## src/sv/assert_macros.svh

```systemverilog
// Assertion macros shared by the RTL files
`ifndef ASSERT_MACROS_SVH
`define ASSERT_MACROS_SVH

// Clocked check, off while reset is asserted
`define BMMS_ASSERT(lbl, prop, msg) \
    lbl: assert property (@(posedge clk) disable iff (!rst_n) prop) \
        else $error(msg);

// Condition that must never be seen at a clock edge
`define BMMS_NEVER(lbl, cond, msg) \
    `BMMS_ASSERT(lbl, !(cond), msg)

`endif

```

## src/sv/bmms_pkg.sv

```systemverilog
// Shared types, constants and helpers of the button motor mode sequencer
package bmms_pkg;

    localparam int NUM_BUTTONS = 5;
    localparam int BTN_W       = 5;
    localparam int LANES       = (NUM_BUTTONS < BTN_W) ? NUM_BUTTONS : BTN_W;

    localparam int TIME_W      = 32;
    localparam int CFG_W       = 16;
    localparam int CFG_IDX_W   = 1;
    localparam int LED_W       = 5;
    localparam int MODE_CODE_W = 3;
    localparam int NUM_MODES   = 6;

    localparam logic [CFG_W-1:0] DEBOUNCE_RST = 16'd200;
    localparam logic [CFG_W-1:0] ROTATION_RST = 16'd825;

    localparam int HALF_CYCLE_MS   = 3000;
    localparam int BLINK_PERIOD_MS = 1000;
    localparam int BLINK_ON_MS     = 500;

    typedef enum logic [CFG_IDX_W-1:0] {
        REG_DEBOUNCE = 1'b0,
        REG_ROTATION = 1'b1
    } cfg_index_t;

    // Operating mode, one-hot: bit i is mode i
    typedef enum logic [NUM_MODES-1:0] {
        MODE_STOP    = 6'b000001,
        MODE_SWING   = 6'b000010,
        MODE_FWD     = 6'b000100,
        MODE_REV     = 6'b001000,
        MODE_ROT_FWD = 6'b010000,
        MODE_ROT_REV = 6'b100000
    } mode_t;

    typedef struct packed {
        logic [TIME_W-1:0] now_ms;
        logic [BTN_W-1:0]  button_levels;
    } poll_t;

    typedef struct packed {
        logic                   motor_forward;
        logic                   motor_reverse;
        logic [LED_W-1:0]       led_pattern;
        logic [MODE_CODE_W-1:0] active_mode;
    } result_t;

    // What the merge stage hands to the output pipeline
    typedef struct packed {
        mode_t             mode;
        logic [TIME_W-1:0] elapsed;
        logic [TIME_W-1:0] now_ms;
    } item_t;

    function automatic logic [MODE_CODE_W-1:0] mode_code(input mode_t m);
        logic [MODE_CODE_W-1:0] code;
        unique case (m)
            MODE_STOP:    code = 3'd0;
            MODE_SWING:   code = 3'd1;
            MODE_FWD:     code = 3'd2;
            MODE_REV:     code = 3'd3;
            MODE_ROT_FWD: code = 3'd4;
            MODE_ROT_REV: code = 3'd5;
            default:      code = 3'd0;
        endcase
        return code;
    endfunction

endpackage

```

## src/sv/button_motor_mode_sequencer_core.sv

```systemverilog
// Top level of the button motor mode sequencer
// Each poll beat carries a millisecond timestamp and five active-low button
// levels; each poll gives exactly one result beat with the motor direction
// (both flags low means brake), the LED pattern and the mode after the poll.
// A poll is taken every cycle that poll_stall is low: the five button lanes
// check edge and debounce window side by side, the merge stage applies their
// presses in button order and updates the mode in the same cycle, so the
// next poll can follow at once. Stages s1 to s4 before the result register
// reduce elapsed time modulo 6000 and absolute time modulo 1000 for the swing
// direction and the blink of mode one. Stalls on the result side back up the
// pipeline stage by stage, so polls keep flowing into empty stages.
// debounce_ms (index 0, reset 200) and rotation_ms (index 1, reset 825) are
// written through cfg_we/cfg_index/cfg_data and should change only while idle.
`include "assert_macros.svh"
module button_motor_mode_sequencer_core (
    input  logic                           clk,
    input  logic                           rst_n,
    input  logic                           cfg_we,
    input  logic [bmms_pkg::CFG_IDX_W-1:0] cfg_index,
    input  logic [bmms_pkg::CFG_W-1:0]     cfg_data,
    input  logic                           poll_valid,
    output logic                           poll_stall,
    input  bmms_pkg::poll_t                poll,
    output logic                           result_valid,
    input  logic                           result_stall,
    output bmms_pkg::result_t              result
);

    logic [bmms_pkg::CFG_W-1:0] debounce_reg;
    logic [bmms_pkg::CFG_W-1:0] rotation_reg;
    logic [bmms_pkg::BTN_W-1:0] prev_levels_reg;
    logic [bmms_pkg::BTN_W-1:0] prev_levels_next;

    logic                       accept;
    logic [bmms_pkg::LANES-1:0] press;
    bmms_pkg::item_t            item;

    assign accept = poll_valid && !poll_stall;

    // all level bits are kept, even those of buttons with no lane
    assign prev_levels_next = accept ? poll.button_levels : prev_levels_reg;

    always_ff @(posedge clk or negedge rst_n)
    begin
        if (!rst_n)
        begin
            debounce_reg    <= bmms_pkg::DEBOUNCE_RST;
            rotation_reg    <= bmms_pkg::ROTATION_RST;
            prev_levels_reg <= '1;
        end
        else
        begin
            prev_levels_reg <= prev_levels_next;
            if (cfg_we)
            begin
                unique case (bmms_pkg::cfg_index_t'(cfg_index))
                    bmms_pkg::REG_DEBOUNCE: debounce_reg <= cfg_data;
                    bmms_pkg::REG_ROTATION: rotation_reg <= cfg_data;
                    default:                debounce_reg <= debounce_reg;
                endcase
            end
        end
    end

    // one lane per polled button
    for (genvar i = 0; i < bmms_pkg::LANES; i++)
    begin : g_lane
        bmms_lane u_lane (
            .clk         (clk),
            .rst_n       (rst_n),
            .accept      (accept),
            .now_ms      (poll.now_ms),
            .level       (poll.button_levels[i]),
            .prev_level  (prev_levels_reg[i]),
            .debounce_ms (debounce_reg),
            .press       (press[i])
        );
    end

    bmms_merge u_merge (
        .clk         (clk),
        .rst_n       (rst_n),
        .accept      (accept),
        .now_ms      (poll.now_ms),
        .press       (press),
        .rotation_ms (rotation_reg),
        .item        (item)
    );

    bmms_phase u_phase (
        .clk          (clk),
        .rst_n        (rst_n),
        .item_valid   (poll_valid),
        .item         (item),
        .item_stall   (poll_stall),
        .result_valid (result_valid),
        .result_stall (result_stall),
        .result       (result)
    );

    `BMMS_ASSERT(a_stall_cause, poll_stall |-> result_valid && result_stall, "poll stalled with output free")

endmodule

```

## src/sv/bmms_lane.sv

```systemverilog
// One button lane: edge detect, debounce window and last press time
module bmms_lane (
    input  logic                       clk,
    input  logic                       rst_n,
    input  logic                       accept,
    input  logic [bmms_pkg::TIME_W-1:0] now_ms,
    input  logic                       level,
    input  logic                       prev_level,
    input  logic [bmms_pkg::CFG_W-1:0] debounce_ms,
    output logic                       press
);

    logic [bmms_pkg::TIME_W-1:0] last_press_reg;
    logic [bmms_pkg::TIME_W-1:0] last_press_next;
    logic [bmms_pkg::TIME_W-1:0] since;

    // modular distance since the last accepted press
    assign since = now_ms - last_press_reg;
    assign press = prev_level && !level
                 && (since > {{(bmms_pkg::TIME_W-bmms_pkg::CFG_W){1'b0}}, debounce_ms});

    assign last_press_next = (accept && press) ? now_ms : last_press_reg;

    always_ff @(posedge clk or negedge rst_n)
    begin
        if (!rst_n)
        begin
            last_press_reg <= '0;
        end
        else
        begin
            last_press_reg <= last_press_next;
        end
    end

endmodule

```

## src/sv/bmms_merge.sv

```systemverilog
// Merges lane presses in button order into the mode and its start time
`include "assert_macros.svh"
module bmms_merge (
    input  logic                        clk,
    input  logic                        rst_n,
    input  logic                        accept,
    input  logic [bmms_pkg::TIME_W-1:0] now_ms,
    input  logic [bmms_pkg::LANES-1:0]  press,
    input  logic [bmms_pkg::CFG_W-1:0]  rotation_ms,
    output bmms_pkg::item_t             item
);

    bmms_pkg::mode_t              mode_reg;
    bmms_pkg::mode_t              mode_next;
    logic [bmms_pkg::TIME_W-1:0]  mode_start_reg;
    logic [bmms_pkg::TIME_W-1:0]  mode_start_next;

    logic [bmms_pkg::NUM_MODES-1:0] mode_bits;
    logic                           started;
    logic [bmms_pkg::TIME_W-1:0]    elapsed;
    logic                           timed_out;

    always_comb
    begin
        mode_bits = mode_reg;
        started   = 1'b0;
        for (int i = 0; i < bmms_pkg::LANES; i++)
        begin
            if (press[i])
            begin
                if (mode_bits[i+1])
                begin
                    mode_bits = bmms_pkg::MODE_STOP;
                end
                else
                begin
                    mode_bits        = '0;
                    mode_bits[i+1]   = 1'b1;
                    started          = 1'b1;
                end
            end
        end
    end

    // a fresh start this poll means zero elapsed time
    assign elapsed = started ? '0 : (now_ms - mode_start_reg);
    assign timed_out = (mode_bits == bmms_pkg::MODE_ROT_FWD || mode_bits == bmms_pkg::MODE_ROT_REV)
                     && !(elapsed < {{(bmms_pkg::TIME_W-bmms_pkg::CFG_W){1'b0}}, rotation_ms});

    always_comb
    begin
        mode_next = timed_out ? bmms_pkg::MODE_STOP : bmms_pkg::mode_t'(mode_bits);
    end

    assign mode_start_next = started ? now_ms : mode_start_reg;

    assign item.mode    = mode_next;
    assign item.elapsed = elapsed;
    assign item.now_ms  = now_ms;

    always_ff @(posedge clk or negedge rst_n)
    begin
        if (!rst_n)
        begin
            mode_reg       <= bmms_pkg::MODE_STOP;
            mode_start_reg <= '0;
        end
        else if (accept)
        begin
            mode_reg       <= mode_next;
            mode_start_reg <= mode_start_next;
        end
    end

    `BMMS_ASSERT(a_mode_hold, accept && (press == '0) && !(mode_reg == bmms_pkg::MODE_ROT_FWD || mode_reg == bmms_pkg::MODE_ROT_REV) |=> mode_reg == $past(mode_reg), "mode changed with no press")
    `BMMS_ASSERT(a_start_hold, !accept |=> $stable(mode_start_reg), "mode start moved without a beat")

endmodule

```

## src/sv/bmms_phase.sv

```systemverilog
// Output pipeline: folds elapsed and absolute time, decodes motor and LEDs
`include "assert_macros.svh"
module bmms_phase (
    input  logic              clk,
    input  logic              rst_n,
    input  logic              item_valid,
    input  bmms_pkg::item_t   item,
    output logic              item_stall,
    output logic              result_valid,
    input  logic              result_stall,
    output bmms_pkg::result_t result
);

    localparam int STAGES = 5;

    // residues of byte weights: 2^24, 2^16 mod 6000 and mod 1000
    localparam logic [20:0] SW_B3 = 21'd1216;
    localparam logic [20:0] SW_B2 = 21'd5536;
    localparam logic [17:0] SW_H2 = 18'd5536;
    localparam logic [16:0] SW_H3 = 17'd5536;
    localparam logic [17:0] BL_B3 = 18'd216;
    localparam logic [17:0] BL_B2 = 18'd536;
    localparam logic [12:0] BL_K  = 13'd24;   // 1024 mod 1000

    // half-period crossings possible in the folded ranges
    localparam int SWING_STEPS = 27;
    localparam int BLINK_STEPS = 14;

    logic [STAGES-1:0] valid_reg;
    logic [STAGES-1:0] valid_next;
    logic [STAGES-1:0] en;

    bmms_pkg::item_t   s1_item_reg;
    bmms_pkg::mode_t   s2_mode_reg;
    logic [20:0]       s2_sw_reg;
    logic [17:0]       s2_bl_reg;
    bmms_pkg::mode_t   s3_mode_reg;
    logic [17:0]       s3_sw_reg;
    logic [12:0]       s3_bl_reg;
    bmms_pkg::mode_t   s4_mode_reg;
    logic [16:0]       s4_sw_reg;
    logic              s4_blink_reg;
    bmms_pkg::result_t result_reg;

    logic [20:0]       s2_sw_next;
    logic [17:0]       s2_bl_next;
    logic [17:0]       s3_sw_next;
    logic [12:0]       s3_bl_next;
    logic [16:0]       s4_sw_next;
    logic              s4_blink_next;
    logic              fwd_half;
    bmms_pkg::result_t result_next;

    // stall chain: a stage moves when empty or when the next one moves
    always_comb
    begin
        en[STAGES-1] = !valid_reg[STAGES-1] || !result_stall;
        for (int k = STAGES - 2; k >= 0; k--)
        begin
            en[k] = !valid_reg[k] || en[k+1];
        end
        valid_next[0] = en[0] ? item_valid : valid_reg[0];
        for (int k = 1; k < STAGES; k++)
        begin
            valid_next[k] = en[k] ? valid_reg[k-1] : valid_reg[k];
        end
    end

    assign item_stall   = !en[0];
    assign result_valid = valid_reg[STAGES-1];
    assign result       = result_reg;

    always_comb
    begin
        s2_sw_next = 21'(s1_item_reg.elapsed[31:24]) * SW_B3
                   + 21'(s1_item_reg.elapsed[23:16]) * SW_B2
                   + {5'b0, s1_item_reg.elapsed[15:8], 8'b0}
                   + 21'(s1_item_reg.elapsed[7:0]);
        s2_bl_next = 18'(s1_item_reg.now_ms[31:24]) * BL_B3
                   + 18'(s1_item_reg.now_ms[23:16]) * BL_B2
                   + {2'b0, s1_item_reg.now_ms[15:8], 8'b0}
                   + 18'(s1_item_reg.now_ms[7:0]);
        s3_sw_next = 18'(s2_sw_reg[20:16]) * SW_H2 + 18'(s2_sw_reg[15:0]);
        s3_bl_next = 13'(s2_bl_reg[17:10]) * BL_K + 13'(s2_bl_reg[9:0]);
        s4_sw_next = 17'(s3_sw_reg[17:16]) * SW_H3 + 17'(s3_sw_reg[15:0]);
    end

    // parity of the count of half periods passed: even means first half
    always_comb
    begin
        s4_blink_next = 1'b1;
        for (int k = 1; k <= BLINK_STEPS; k++)
        begin
            s4_blink_next = s4_blink_next ^ (s3_bl_reg >= 13'(k * bmms_pkg::BLINK_ON_MS));
        end
        fwd_half = 1'b1;
        for (int k = 1; k <= SWING_STEPS; k++)
        begin
            fwd_half = fwd_half ^ (s4_sw_reg >= 17'(k * bmms_pkg::HALF_CYCLE_MS));
        end
    end

    always_comb
    begin
        result_next.motor_forward = 1'b0;
        result_next.motor_reverse = 1'b0;
        result_next.led_pattern   = '0;
        result_next.active_mode   = bmms_pkg::mode_code(s4_mode_reg);
        unique case (s4_mode_reg)
            bmms_pkg::MODE_SWING:
            begin
                result_next.motor_forward  = fwd_half;
                result_next.motor_reverse  = !fwd_half;
                result_next.led_pattern[0] = s4_blink_reg;
            end
            bmms_pkg::MODE_FWD:
            begin
                result_next.motor_forward  = 1'b1;
                result_next.led_pattern[1] = 1'b1;
            end
            bmms_pkg::MODE_REV:
            begin
                result_next.motor_reverse  = 1'b1;
                result_next.led_pattern[2] = 1'b1;
            end
            bmms_pkg::MODE_ROT_FWD:
            begin
                result_next.motor_forward  = 1'b1;
                result_next.led_pattern[3] = 1'b1;
            end
            bmms_pkg::MODE_ROT_REV:
            begin
                result_next.motor_reverse  = 1'b1;
                result_next.led_pattern[4] = 1'b1;
            end
            default:
            begin
                result_next.motor_forward = 1'b0;
            end
        endcase
    end

    always_ff @(posedge clk or negedge rst_n)
    begin
        if (!rst_n)
        begin
            valid_reg <= '0;
        end
        else
        begin
            valid_reg <= valid_next;
        end
    end

    always_ff @(posedge clk)
    begin
        if (en[0])
        begin
            s1_item_reg <= item;
        end
        if (en[1])
        begin
            s2_mode_reg <= s1_item_reg.mode;
            s2_sw_reg   <= s2_sw_next;
            s2_bl_reg   <= s2_bl_next;
        end
        if (en[2])
        begin
            s3_mode_reg <= s2_mode_reg;
            s3_sw_reg   <= s3_sw_next;
            s3_bl_reg   <= s3_bl_next;
        end
        if (en[3])
        begin
            s4_mode_reg  <= s3_mode_reg;
            s4_sw_reg    <= s4_sw_next;
            s4_blink_reg <= s4_blink_next;
        end
        if (en[4])
        begin
            result_reg <= result_next;
        end
    end

    `BMMS_NEVER(a_dir_clash, result_valid && result.motor_forward && result.motor_reverse, "forward and reverse both driven")
    `BMMS_ASSERT(a_stop_dark, result_valid && (result.active_mode == bmms_pkg::mode_code(bmms_pkg::MODE_STOP)) |-> (result.led_pattern == '0) && !result.motor_forward && !result.motor_reverse, "stopped beat not dark")

endmodule

```

## config.mk

```make
export PLATFORM = sky130hd
export DESIGN_NAME = button_motor_mode_sequencer_core
export DESIGN_NICKNAME = d
export VERILOG_FILES = /design/src/sv/bmms_pkg.sv /design/src/sv/button_motor_mode_sequencer_core.sv /design/src/sv/bmms_lane.sv /design/src/sv/bmms_merge.sv /design/src/sv/bmms_phase.sv
export VERILOG_INCLUDE_DIRS = /design/src /design/src/sv
export SDC_FILE = /design/constraint.sdc
export NUM_CORES = 2
export LEC_CHECK = 0
export BUFFER_PORTS_ARGS = -buffer_cell sky130_fd_sc_hd__buf_2
export CORE_MARGIN = 2
export CORE_UTILIZATION = 55
export DETAILED_ROUTE_END_ITERATION = 12
export PLACE_DENSITY = 0.68
export REMOVE_ABC_BUFFERS = 1
export SYNTH_ARGS = -nofsm -noshare
export SYNTH_HDL_FRONTEND = slang
export SYNTH_SLANG_ARGS = --single-unit
```

## constraint.sdc

```tcl
create_clock -name clk -period 14.8 [get_ports clk]
set_input_delay 1.48 -clock clk [delete_from_list [all_inputs] [get_ports clk]]
set_output_delay 1.48 -clock clk [all_outputs]
set_load 0.01 [all_outputs]
```

==> flow_metrics.py <==
metrics = {
    "detailed_routing": {
        "drt_iter0_drc": 2058,
        "wl_mm": 92.4,
        "postRouteAntennaNets": 0,
        "dr_total_vias": 28700,
        "routedWlPerCell_um": 18.8,
        "drc_errors": 0,
        "first_pass_iters": 6,
        "detail_route.vias_per_cell": 5.86,
    },
    "timing": {
        "rsz0062_at_grt": "false",
        "finalCritPeriodShare": 0.757,
        "final_max_slew_viol_count": 0,
        "slew_headroom": 0.178,
        "clock_skew_ns": 0.0171,
        "hold_ws_ns": 0.417,
        "setup_viol": 0,
        "min_period_ns": 11.21,
        "hold_viol": 0,
        "worst_pin_slew_ns": 1.23,
        "fmax_mhz": 89.2,
        "finalSetupTns_ns": 0,
    },
    "cells_and_area": {
        "n_antenna_cell": 0,
        "area_delta_synth_final_pct": 8.60,
        "layout.cells.non_filler": 4907,
        "drive_above_1_share": 0.0829,
        "final_common_cell": "ha_1",
        "design_area_um2": 39000,
        "final_nets": 4631,
        "largest_register_ffs": 160,
        "layout_common_cells": "ha_1, inv_1, nand2_1, o21ai_0, a21oi_1",
    },
    "hold_path": {
        "min_delay_path_depth": 0,
        "hold_start": "u_phase.s2_bl_reg[2]$_DFFE_PP_",
        "hold_path.class": "flop to flop",
        "hold_end": "u_phase.s3_bl_reg[2]$_DFFE_PP_",
    },
    "worst_setup_path": {
        "crit_type": "input port to flop",
        "cp-end-kind": "flop",
        "critical_path_peak_fanout": 28,
        "reg2regPathDepth": 36,
        "startpoint": "poll[5]",
        "crit_path_frequent_cell": "o21ai_0",
        "r2r_start": "g_lane[2].u_lane.last_press_reg[0]$_DFFE_PN0P_",
        "worst_path_max_delay_cell": "o311ai_2",
        "r2r_setup_slack_ns": 4.52,
        "slowest_delay_ns": 0.86,
        "startpoint_type": "input port",
        "cp_data_required_time_ns": 15.15,
        "arrival_ns": 11.56,
        "reg2reg_to": "u_phase.s1_item_reg[64]$_DFFE_PN_",
    },
    "global_routing": {
        "grt_pass1_vias": 27700,
        "grtUsageTotal": 0.276,
        "overflow": 0,
        "grt_max_degree": 107,
        "grt_first_pass_wirelength_mm": 147,
        "antenna_found_initial": 1,
    },
    "clock_tree": {
        "cts_root_buf": "clkbuf_16",
        "cts_tree": "yes",
        "insertion_delay_ns": 0.61,
        "cts_resized": 0,
        "post-cts-setup-buffers": 0,
        "htreeDepth": 2,
        "cts_made_buffers": 50,
        "clk_path_buf_depth": 3,
        "cts-hold-fix-buffers": 0,
        "cts.sinks": 420,
        "path_clk_slew_ns": 0.06,
    },
    "logic_synthesis": {
        "ys_types": 86,
        "synth_seq_cells": 420,
        "yosysWarningCount": 0,
        "ys.flop_type": "dfrtp_1",
        "async_flop_share": 0.571,
        "avgSynthCellArea_um2": 9.09,
        "synth_edf_count": 180,
        "netlist_instances": 3956,
        "ys_seq_area_frac": 0.318,
        "synth_area_um2": 35900,
    },
    "floorplan": {
        "die_h_um": 260,
        "coreArea_um2": 64600,
        "ios": 71,
        "die_area_um2": 67400,
        "start_util": 0.557,
        "placementRows": 93,
        "dieWidth_um": 260,
    },
    "placement": {
        "placed_area_um2": 37300,
        "port_buffers": 70,
        "numPlacedInstances": 4813,
        "post-dp-hpwl_mm": 69.7,
        "place_congestion": 0.947,
    },
    "run": {
        "maxCapViolations": 0,
    },
    "pwr": {
        "vdd_ir_drop_max_uv": 365,
        "power.density_nw_per_um2": 265,
        "leakage_nw": 18.0,
    },
    "status": {
        "status": "complete, no violations",
    },
}
[through the flow]
step | setup WS, ns | utilization | power (W)
3_3_place_gp | 3.25 | 0.577 | 0.00890
5_1_grt | 2.76 | 0.604 | 0.0114
6_report | 3.59 | 0.604 | 0.0104
4_1_cts | 3.71 | 0.604 | 0.0104
2_1_floorplan | 5.25 | - | 0.00751
3_5_place_dp | 3.09 | 0.577 | 0.00903
[synthesized netlist by cell type (all sizes together), types with 18 or more instances]
library cell / n / share of area
a211oi: 39 / 0.0086
a21o: 78 / 0.016
a21oi: 304 / 0.042
a31oi: 29 / 0.0050
and3: 38 / 0.0066
clkbuf: 93 / 0.0097
dfrtp: 225 / 0.16
edfxtp: 180 / 0.15
fa: 68 / 0.038
ha: 494 / 0.17
inv: 478 / 0.050
mux2: 90 / 0.028
nand2: 326 / 0.034
nand2b: 55 / 0.0096
nand3: 70 / 0.0097
nand4: 41 / 0.0071
nor2: 194 / 0.020
nor2b: 50 / 0.0087
nor3: 58 / 0.0081
nor4: 28 / 0.0049
o211ai: 29 / 0.0061
o21a: 58 / 0.012
o21ai: 324 / 0.045
o21bai: 52 / 0.011
o31ai: 18 / 0.0039
xnor2: 147 / 0.036
xor2: 78 / 0.019
[worst max-delay path, delay by kind of cell]
kind	cells	cell delay (ns)
buffers and inverters	3	0.42
adders and majority gates	4	1.23
and+or+nand+nor	13	3.79
xor gates and xnor gates	1	0.17
AOI/OAI and AO/OA	17	4.45
[how the worst max path moves through the flow]
stage / to / cells after the start
after floorplan: u_phase.s1_item_reg[64]$_DFFE_PN_ / 37
after global placement: u_phase.s1_item_reg[64]$_DFFE_PN_ / 38
after detailed placement: u_phase.s1_item_reg[64]$_DFFE_PN_ / 38
after CTS: u_phase.s1_item_reg[64]$_DFFE_PN_ / 38
after global routing: u_phase.s1_item_reg[64]$_DFFE_PN_ / 38
final: u_phase.s1_item_reg[64]$_DFFE_PN_ / 38
[layer usage]
| layer | GRT usage | wire, um | vias to the layer above |
|---|---|---|---|
| met2 | 0.488 | 45400 | 630 |
| met5 | 0 | 0 | - |
| met4 | 0.116 | 4130 | 0 |
| met3 | 0.0276 | 3640 | 188 |
| li1 | - | - | 14300 |
| met1 | 0.342 | 39200 | 13700 |
[logic make-up (layout without fill, tap and decap cells)]
family          Yosys count  count (layout)  synth area share
compound gates         1113            1113             0.196
simple gates            954             954             0.129
buf+inv                 576             672            0.0603
fa+ha+maj               562             562             0.210
flops                   420             420             0.318
xor+xnor                225             225            0.0548
mux                     106             106            0.0327
[report_power, final]
group          total [W]  switching, W  internal [W]
clock network    0.00131      0.000524      0.000784
registers        0.00223      0.000293       0.00194
logic            0.00681       0.00383       0.00298
total             0.0104       0.00465       0.00570
[area by class of cell]
cell class | count | area, um^2
fill | 5661 | 25500
multi-input combinational | 2960 | 22400
sequential | 420 | 11400
inverter | 478 | 1790
clock buffer | 71 | 1510
tap | 855 | 1070
timing repair buffer | 100 | 586
clock inverter | 23 | 260
(Power assumes the default switching activity.)
